`src/line_pattern_filter_assert.svh`:
```
// Assertion macros shared by the line pattern filter RTL.
// Included by modules that carry concurrent checks; needs no package.
`ifndef LINE_PATTERN_FILTER_ASSERT_SVH
`define LINE_PATTERN_FILTER_ASSERT_SVH

// Same-cycle implication, checked out of reset.
`define LPF_ASSERT_NOW(label, clk, rst_n, ante, cons) \
	label: assert property (@(posedge clk) disable iff (!(rst_n)) (ante) |-> (cons)) \
		else $error("line_pattern_filter: same-cycle check failed");

// Next-cycle implication, checked out of reset.
`define LPF_ASSERT_NEXT(label, clk, rst_n, ante, cons) \
	label: assert property (@(posedge clk) disable iff (!(rst_n)) (ante) |=> (cons)) \
		else $error("line_pattern_filter: next-cycle check failed");

`endif

```
`src/lpf_pkg.sv`:
```
// Package for the line pattern filter: configuration types, register
// indexes and shared constants. No dependencies.
`default_nettype none

package lpf_pkg;

	localparam int unsigned PATTERN_BYTES = 16;
	localparam int unsigned PAT_IDX_W     = 4;
	localparam int unsigned LEN_W         = 5;
	localparam int unsigned CFG_DATA_W    = 64;
	localparam int unsigned CFG_IDX_W     = 3;
	localparam int unsigned LINE_W        = 16;
	localparam logic [7:0]  SPACE_BYTE    = 8'h20;

	typedef enum logic [CFG_IDX_W-1:0] {
		REG_PATTERN_LOW  = 3'd0,
		REG_PATTERN_HIGH = 3'd1,
		REG_PATTERN_LEN  = 3'd2,
		REG_WHOLE_WORD   = 3'd3,
		REG_EXCLUDE      = 3'd4
	} cfg_reg_t;

	typedef struct packed {
		logic [CFG_DATA_W-1:0] pattern_high;
		logic [CFG_DATA_W-1:0] pattern_low;
		logic [LEN_W-1:0]      pattern_length;
		logic                  whole_word;
		logic                  exclude;
	} cfg_t;

	typedef struct packed {
		logic window_hit;
		logic left_bound;
	} match_t;

endpackage

`default_nettype wire

```
`src/lpf_cfg.sv`:
```
// Configuration register bank of the line pattern filter.
// Depends on lpf_pkg for the register indexes and the cfg_t bundle.
`default_nettype none

module lpf_cfg import lpf_pkg::*; (
	input  logic                  clk,
	input  logic                  arst_n,
	input  logic                  cfg_write,
	input  logic [CFG_IDX_W-1:0]  cfg_index,
	input  logic [CFG_DATA_W-1:0] cfg_data,
	output cfg_t                  cfg
);

	cfg_t cfg_q;

	always_ff @(posedge clk or negedge arst_n) begin
		if (!arst_n) begin
			cfg_q.pattern_low    <= '0;
			cfg_q.pattern_high   <= '0;
			cfg_q.pattern_length <= LEN_W'(1);
			cfg_q.whole_word     <= 1'b0;
			cfg_q.exclude        <= 1'b0;
		end else if (cfg_write) begin
			unique case (cfg_index)
				REG_PATTERN_LOW:  cfg_q.pattern_low    <= cfg_data;
				REG_PATTERN_HIGH: cfg_q.pattern_high   <= cfg_data;
				REG_PATTERN_LEN:  cfg_q.pattern_length <= cfg_data[LEN_W-1:0];
				REG_WHOLE_WORD:   cfg_q.whole_word     <= cfg_data[0];
				REG_EXCLUDE:      cfg_q.exclude        <= cfg_data[0];
				default: ;
			endcase
		end
	end

	assign cfg = cfg_q;

endmodule

`default_nettype wire

```
`src/lpf_match.sv`:
```
// Recent-byte window and parallel pattern compare of the line pattern filter.
// Depends on lpf_pkg for cfg_t, match_t and the space byte.
`default_nettype none

module lpf_match import lpf_pkg::*; #(
	parameter int unsigned MAX_PATTERN_BYTES = 16
) (
	input  logic       clk,
	input  logic       arst_n,
	input  logic       shift,
	input  logic       clear,
	input  logic [7:0] data,
	input  cfg_t       cfg,
	output match_t     hit
);

	localparam int unsigned DEPTH = MAX_PATTERN_BYTES + 1;
	localparam int unsigned IDX_W = $clog2(DEPTH);
	localparam int unsigned SEEN_W = $clog2(DEPTH + 1);

	logic [7:0]           window_q [DEPTH];
	logic [7:0]           win_next [DEPTH];
	logic [SEEN_W-1:0]    seen_q;
	logic [SEEN_W-1:0]    seen_next;
	logic [LEN_W-1:0]     len;
	logic [LEN_W-1:0]     seen_ext;
	logic [7:0]           pat [PATTERN_BYTES];
	logic [2*CFG_DATA_W-1:0] pat_word;
	logic                 all_eq;

	always_ff @(posedge clk) begin
		if (shift) begin
			for (int k = 0; k < DEPTH; k++) begin
				window_q[k] <= win_next[k];
			end
		end
	end

	always_ff @(posedge clk or negedge arst_n) begin
		if (!arst_n) begin
			seen_q <= '0;
		end else if (clear) begin
			seen_q <= '0;
		end else if (shift) begin
			seen_q <= seen_next;
		end
	end

	always_comb begin
		win_next[0] = data;
		for (int k = 1; k < DEPTH; k++) begin
			win_next[k] = window_q[k-1];
		end
		seen_next = (seen_q == SEEN_W'(DEPTH)) ? seen_q : seen_q + SEEN_W'(1);
		seen_ext  = LEN_W'(seen_next);
	end

	always_comb begin
		if (cfg.pattern_length == '0) begin
			len = LEN_W'(1);
		end else if (cfg.pattern_length > LEN_W'(MAX_PATTERN_BYTES)) begin
			len = LEN_W'(MAX_PATTERN_BYTES);
		end else begin
			len = cfg.pattern_length;
		end
	end

	always_comb begin
		pat_word = {cfg.pattern_high, cfg.pattern_low};
		for (int i = 0; i < PATTERN_BYTES; i++) begin
			pat[i] = pat_word[8*i +: 8];
		end
	end

	// Newest byte sits at window position 0 and lines up with the last pattern byte.
	always_comb begin
		logic [LEN_W-1:0] pidx;
		all_eq = 1'b1;
		for (int j = 0; j < MAX_PATTERN_BYTES; j++) begin
			pidx = len - LEN_W'(1) - LEN_W'(j);
			if (LEN_W'(j) < len && win_next[j] != pat[pidx[PAT_IDX_W-1:0]]) begin
				all_eq = 1'b0;
			end
		end
	end

	assign hit.window_hit = all_eq && (seen_ext >= len);
	assign hit.left_bound = (seen_ext == len) || (win_next[len[IDX_W-1:0]] == SPACE_BYTE);

endmodule

`default_nettype wire

```
`src/line_pattern_filter.sv`:
```
// Top level of the line pattern filter: input register, line state, result register.
// Depends on lpf_pkg, lpf_cfg, lpf_match and line_pattern_filter_assert.svh.
`default_nettype none

// Takes one character beat per clock and gives one result beat per end-of-line
// beat: line_selected and the zero-based line_number. Each beat is registered,
// compared against the pattern over a window of the last MAX_PATTERN_BYTES+1
// bytes, and the result is registered, so an end-of-line beat passes the input
// register and then the result register, entering it when that register is free.
// Sustained rate is one beat per cycle; char_stall rises only while an
// end-of-line beat is held in the input register behind a result that
// result_stall keeps waiting. Configuration writes take effect once registered;
// the user must make them while no beat is in flight; the block does not enforce it.

module line_pattern_filter import lpf_pkg::*; #(
	parameter int unsigned MAX_PATTERN_BYTES = 16
) (
	input  logic                  clk,
	input  logic                  arst_n,
	input  logic                  cfg_write,
	input  logic [CFG_IDX_W-1:0]  cfg_index,
	input  logic [CFG_DATA_W-1:0] cfg_data,
	input  logic                  char_valid,
	output logic                  char_stall,
	input  logic [7:0]            character,
	input  logic                  end_of_line,
	output logic                  result_valid,
	input  logic                  result_stall,
	output logic                  line_selected,
	output logic [LINE_W-1:0]     line_number
);

	cfg_t              cfg;
	match_t            hit;
	logic              valid_s1;
	logic [7:0]        char_s1;
	logic              eol_s1;
	logic              fire_s1;
	logic              out_free;
	logic              accept;
	logic              awaiting_q;
	logic              found_q;
	logic [LINE_W-1:0] line_q;
	logic              out_valid_q;
	logic              selected_q;
	logic [LINE_W-1:0] number_q;

	lpf_cfg u_cfg (
		.clk       (clk),
		.arst_n    (arst_n),
		.cfg_write (cfg_write),
		.cfg_index (cfg_index),
		.cfg_data  (cfg_data),
		.cfg       (cfg)
	);

	lpf_match #(
		.MAX_PATTERN_BYTES (MAX_PATTERN_BYTES)
	) u_match (
		.clk    (clk),
		.arst_n (arst_n),
		.shift  (fire_s1 && !eol_s1),
		.clear  (fire_s1 && eol_s1),
		.data   (char_s1),
		.cfg    (cfg),
		.hit    (hit)
	);

	assign out_free   = !out_valid_q || !result_stall;
	assign fire_s1    = valid_s1 && (!eol_s1 || out_free);
	assign char_stall = valid_s1 && !fire_s1;
	assign accept     = char_valid && !char_stall;

	always_ff @(posedge clk or negedge arst_n) begin
		if (!arst_n) begin
			valid_s1 <= 1'b0;
		end else if (accept) begin
			valid_s1 <= 1'b1;
		end else if (fire_s1) begin
			valid_s1 <= 1'b0;
		end
	end

	always_ff @(posedge clk) begin
		if (accept) begin
			char_s1 <= character;
			eol_s1  <= end_of_line;
		end
	end

	always_ff @(posedge clk or negedge arst_n) begin
		if (!arst_n) begin
			awaiting_q <= 1'b0;
			found_q    <= 1'b0;
			line_q     <= '0;
		end else if (fire_s1) begin
			if (eol_s1) begin
				awaiting_q <= 1'b0;
				found_q    <= 1'b0;
				line_q     <= line_q + LINE_W'(1);
			end else begin
				found_q    <= found_q || (awaiting_q && char_s1 == SPACE_BYTE)
					|| (hit.window_hit && !cfg.whole_word);
				awaiting_q <= hit.window_hit && cfg.whole_word && hit.left_bound;
			end
		end
	end

	always_ff @(posedge clk or negedge arst_n) begin
		if (!arst_n) begin
			out_valid_q <= 1'b0;
		end else if (fire_s1 && eol_s1) begin
			out_valid_q <= 1'b1;
		end else if (!result_stall) begin
			out_valid_q <= 1'b0;
		end
	end

	always_ff @(posedge clk) begin
		if (fire_s1 && eol_s1) begin
			selected_q <= (found_q || awaiting_q) ^ cfg.exclude;
			number_q   <= line_q;
		end
	end

	assign result_valid  = out_valid_q;
	assign line_selected = selected_q;
	assign line_number   = number_q;

`include "line_pattern_filter_assert.svh"

	`LPF_ASSERT_NEXT(a_byte_no_result, clk, arst_n, fire_s1 && !eol_s1 && !result_stall, !result_valid)
	`LPF_ASSERT_NEXT(a_eol_result, clk, arst_n, fire_s1 && eol_s1, result_valid && line_number == $past(line_q))
	`LPF_ASSERT_NOW(a_stall_cause, clk, arst_n, char_stall, valid_s1 && eol_s1 && out_valid_q && result_stall)
	`LPF_ASSERT_NEXT(a_line_hold, clk, arst_n, !(fire_s1 && eol_s1), $stable(line_q))

endmodule

`default_nettype wire
```
`config.mk`:
```
export PLATFORM = sky130hd
export DESIGN_NAME = line_pattern_filter
export DESIGN_NICKNAME = d
export VERILOG_FILES = /design/src/lpf_pkg.sv /design/src/lpf_cfg.sv /design/src/lpf_match.sv /design/src/line_pattern_filter.sv
export VERILOG_INCLUDE_DIRS = /design/src /design/src/src
export SDC_FILE = /design/constraint.sdc
export NUM_CORES = 1
export LEC_CHECK = 0
export BUFFER_PORTS_ARGS = -buffer_cell sky130_fd_sc_hd__buf_2
export CAP_MARGIN = 10
export CELL_PAD_IN_SITES_DETAIL_PLACEMENT = 1
export CELL_PAD_IN_SITES_GLOBAL_PLACEMENT = 1
export CORE_AREA = 2 2 222 224
export DETAILED_ROUTE_END_ITERATION = 8
export DIE_AREA = 0 0 224 226
export GPL_TIMING_DRIVEN = 0
export MAX_ROUTING_LAYER = met4
export PLACE_DENSITY_LB_ADDON = 0.25
export SETUP_SLACK_MARGIN = 0.1
export SLEW_MARGIN = 20
export SYNTH_ARGS = -nofsm -noshare
export SYNTH_HDL_FRONTEND = slang
export SYNTH_SLANG_ARGS = --single-unit
```
`constraint.sdc`:
```
create_clock -name clk -period 8.3 [get_ports clk]
set_input_delay 1.66 -clock clk [delete_from_list [all_inputs] [get_ports clk]]
set_output_delay 1.66 -clock clk [all_outputs]
set_load 0.03 [all_outputs]
```
==> metrics.csv <==
metric,value,unit
pin_count,100,
worstPathCellList,buf_2 -> and2b_1 -> clkinv_1 -> buf_1 -> clkbuf_2 -> clkdlybuf4s15_2 -> ha_1 -> clkbuf_1 -> o211ai_1 -> and3_1 -> clkbuf_1 -> buf_1 -> buf_2 -> a221oi_1 -> xnor2_1 -> nor4_1 -> a22oi_1 -> a2111oi_0 -> nand4_1 -> o41ai_2,
initial_core_util,44.62,%
power.density,415.5,nW/µm²
vias,19450,
setup_violations,0,
clk_latency,0.59,ns
synth-edff-count,154,
nets,2159,
max_clock_freq,121.7,MHz
cts_tree,built,
netlist.area_leader.share,21.44,%
clock_path_buffers,3,
design_area,24180,µm²
min_path_type,reg2reg,
finClkSkew,0.03114,ns
multi_input_area,12240,µm²
synth_top_area_cell,edfxtp_1,
die_height,226,µm
worst_setup_path_end_kind,flop,
crit_slowest_cell,a221oi_1,
post-route-period-util,99.01,%
grt_usage,43.52,%
wl_met2,44.89,mm
antenna_found_initial,3,
outcome,"complete, no violations",
cp_top_family,buffers and inverters,
synth_warnings,0,
syn_to_final_growth,12.11,%
placed_cell_area,22970,µm²
layout_commonest_cell,dfrtp_1,
synth-seq-cells,314,
rsz0062_at_grt,false,
cp.arrival,8.68,ns
dr.pass1.iters,5,
root_buffer,clkbuf_16,
layoutNonFillerInstCount,2711,
grt_max_degree,88,
drive_gt1_share,23.39,%
ys_top_cells_by_area,"edfxtp_1 21%, dfrtp_1 18%, mux4_2 10%",
cts_made_buffers,36,
route.detailed.drc,0,
placed_cells,2644,
gr-total-overflow,0,
path_max_fanout,13,
crit_required,8.76,ns
synthArstFlopShare,50.96,%
highest_layer,met4,
grt_first_pass_wirelength,149.1,mm
mostFrequentLayoutCells,"159 x dfrtp_1, 154 x edfxtp_1, 147 x nand2_1",
setup_slack,0.08247,ns
via_per_inst,7.173,
fp-row-count,81,
grt_pass1_vias,19280,
path_buf_inv,9,
clock_sinks,314,
drv_slew,0,
synthFlopType,dfrtp_1,
critPathMaxStageDelay,1.01,ns
syn_inst,1918,
core,48340,µm²
syn-mean-instance-area,11.25,µm²
pre_cts_slack,0.07976,ns
cts_hold_buffers,0,
syn-num-nets,2017,
slew_headroom,19.49,%
met3_length,12.94,mm
critPathKind,reg2reg,
hold_viol,0,
clkSlewWorstSetupHoldPaths,0.07,ns
hpwl,84.92,mm
wl_per_cell,39.41,µm
num-fill-cells,5218,
power.static_leakage,0.009072,µW
ys_seq_area_share,40.01,%
worstMarginPinSlew,1.208,ns
cp-start-kind,flop,
syn_area,21570,µm²
ant_nets,0,
totalWireLength,106.8,mm
max_cap_viol_count,0,
finalPower,10050,µW
synth_cell_types,91,
wl_met1,41.53,mm
dieWidth,224,µm
regArea,8630,µm²
peakVddDrop,0.1820,mV
port_buffers,99,
drt-initial-drc-count,2776,
dieArea,50620,µm²
place.gp.congestion,1.124,
cts_htree_levels,2,
min_period,8.218,ns
routing by layer:
layer	track usage, %	vias up
li1	-	7803
met5	-	-
met2	62.26	1324
met3	11.79	311
met1	55.66	10010
met4	24.69	0
final timing paths:
check	start	end	slack, ns	cells after the start
setup / recovery	u_cfg.cfg[3]$_DFFE_PN0P_	found_q$_DFFE_PN0P_	0.08	20
hold / removal	u_match.window_q[0][83]$_DFFE_PP_	u_match.window_q[0][91]$_DFFE_PP_	0.46	0
setup reg to reg	u_cfg.cfg[3]$_DFFE_PN0P_	found_q$_DFFE_PN0P_	0.08	20
hold reg to reg	u_match.window_q[0][83]$_DFFE_PP_	u_match.window_q[0][91]$_DFFE_PP_	0.46	0
max in group asynchronous	arst_n	u_cfg.cfg[76]$_DFFE_PN0P_	6.30	2
min in group asynchronous	arst_n	line_q[10]$_DFFE_PN0P_	1.10	1
what timing repair did:
| item | CTS | global route |
|---|---|---|
| resized for setup | 2 | 6 |
| cloned | 0 | 0 |
| setup endpoints to repair | 2 | 2 |
| setup buffers | 0 | 0 |
layout make-up:
type	count	area share (%)
Buffer	142	2.613
Tap cell	622	3.218
Clock buffer	48	4.093
Inverter	24	0.3829
Clock inverter	16	0.7968
Multi-Input combinational cell	1437	50.61
Sequential cell	314	35.69
Timing Repair Buffer	105	2.566
Antenna cell	3	0.03104
Yosys cell counts (23+ instances only):
master / instances
mux4_2: 100
nor3_1: 25
nand4_1: 29
xor2_1: 78
nand2_1: 147
dfrtp_1: 159
nor2_1: 73
clkbuf_1: 88
nor4b_1: 23
nand3_1: 46
buf_1: 23
nor4_1: 32
xnor2_1: 79
a21oi_1: 76
edfxtp_1: 154
a22o_1: 26
a22oi_1: 40
a211oi_1: 56
and3_1: 41
o21ai_0: 42
mux2_2: 142
mux2i_1: 102
cell families (layout without fill, tap and decap cells):
| family | count (synthesis) | in the layout | share of synthesized area, % |
|---|---|---|---|
| flops | 314 | 314 | 40.01 |
| buf+inv | 167 | 335 | 3.324 |
| fa+ha+maj | 18 | 18 | 1.044 |
| simple gates | 503 | 503 | 12.35 |
| other cells | 0 | 3 | 0 |
| compound gates | 413 | 413 | 14.06 |
| mux | 344 | 344 | 22.59 |
| xor+xnor | 159 | 159 | 6.630 |
metrics by stage:
| step | hold slack [ns] | TNS [ns] | util [%] |
|---|---|---|---|
| 2_1_floorplan | 0.4244 | 0 | - |
| 3_3_place_gp | 0.4308 | -0.03581 | 47.26 |
| 3_5_place_dp | 0.4342 | 0 | 47.51 |
| 4_1_cts | 0.4518 | 0 | 49.98 |
| 5_1_grt | 0.4665 | 0 | 50.02 |
| 6_report | 0.4553 | 0 | 50.02 |
power breakdown:
group	internal (µW)	switching [µW]	total (µW)	leakage, µW
clock network	942	692	1630	0.000582
registers	1850	425	2270	0.00340
logic	2280	3860	6140	0.00509
total	5070	4980	10000	0.00907
registers in the layout, summed over array words and instances, names as in the netlist:
name	cells
u_cfg.cfg	135
u_match.window_q	128
line_number	16
line_q	16
char_s1	8
u_match.seen_q	5
awaiting_q	1
eol_s1	1
found_q	1
line_selected	1
result_valid	1
valid_s1	1
Power figures use the tool's default switching activity.
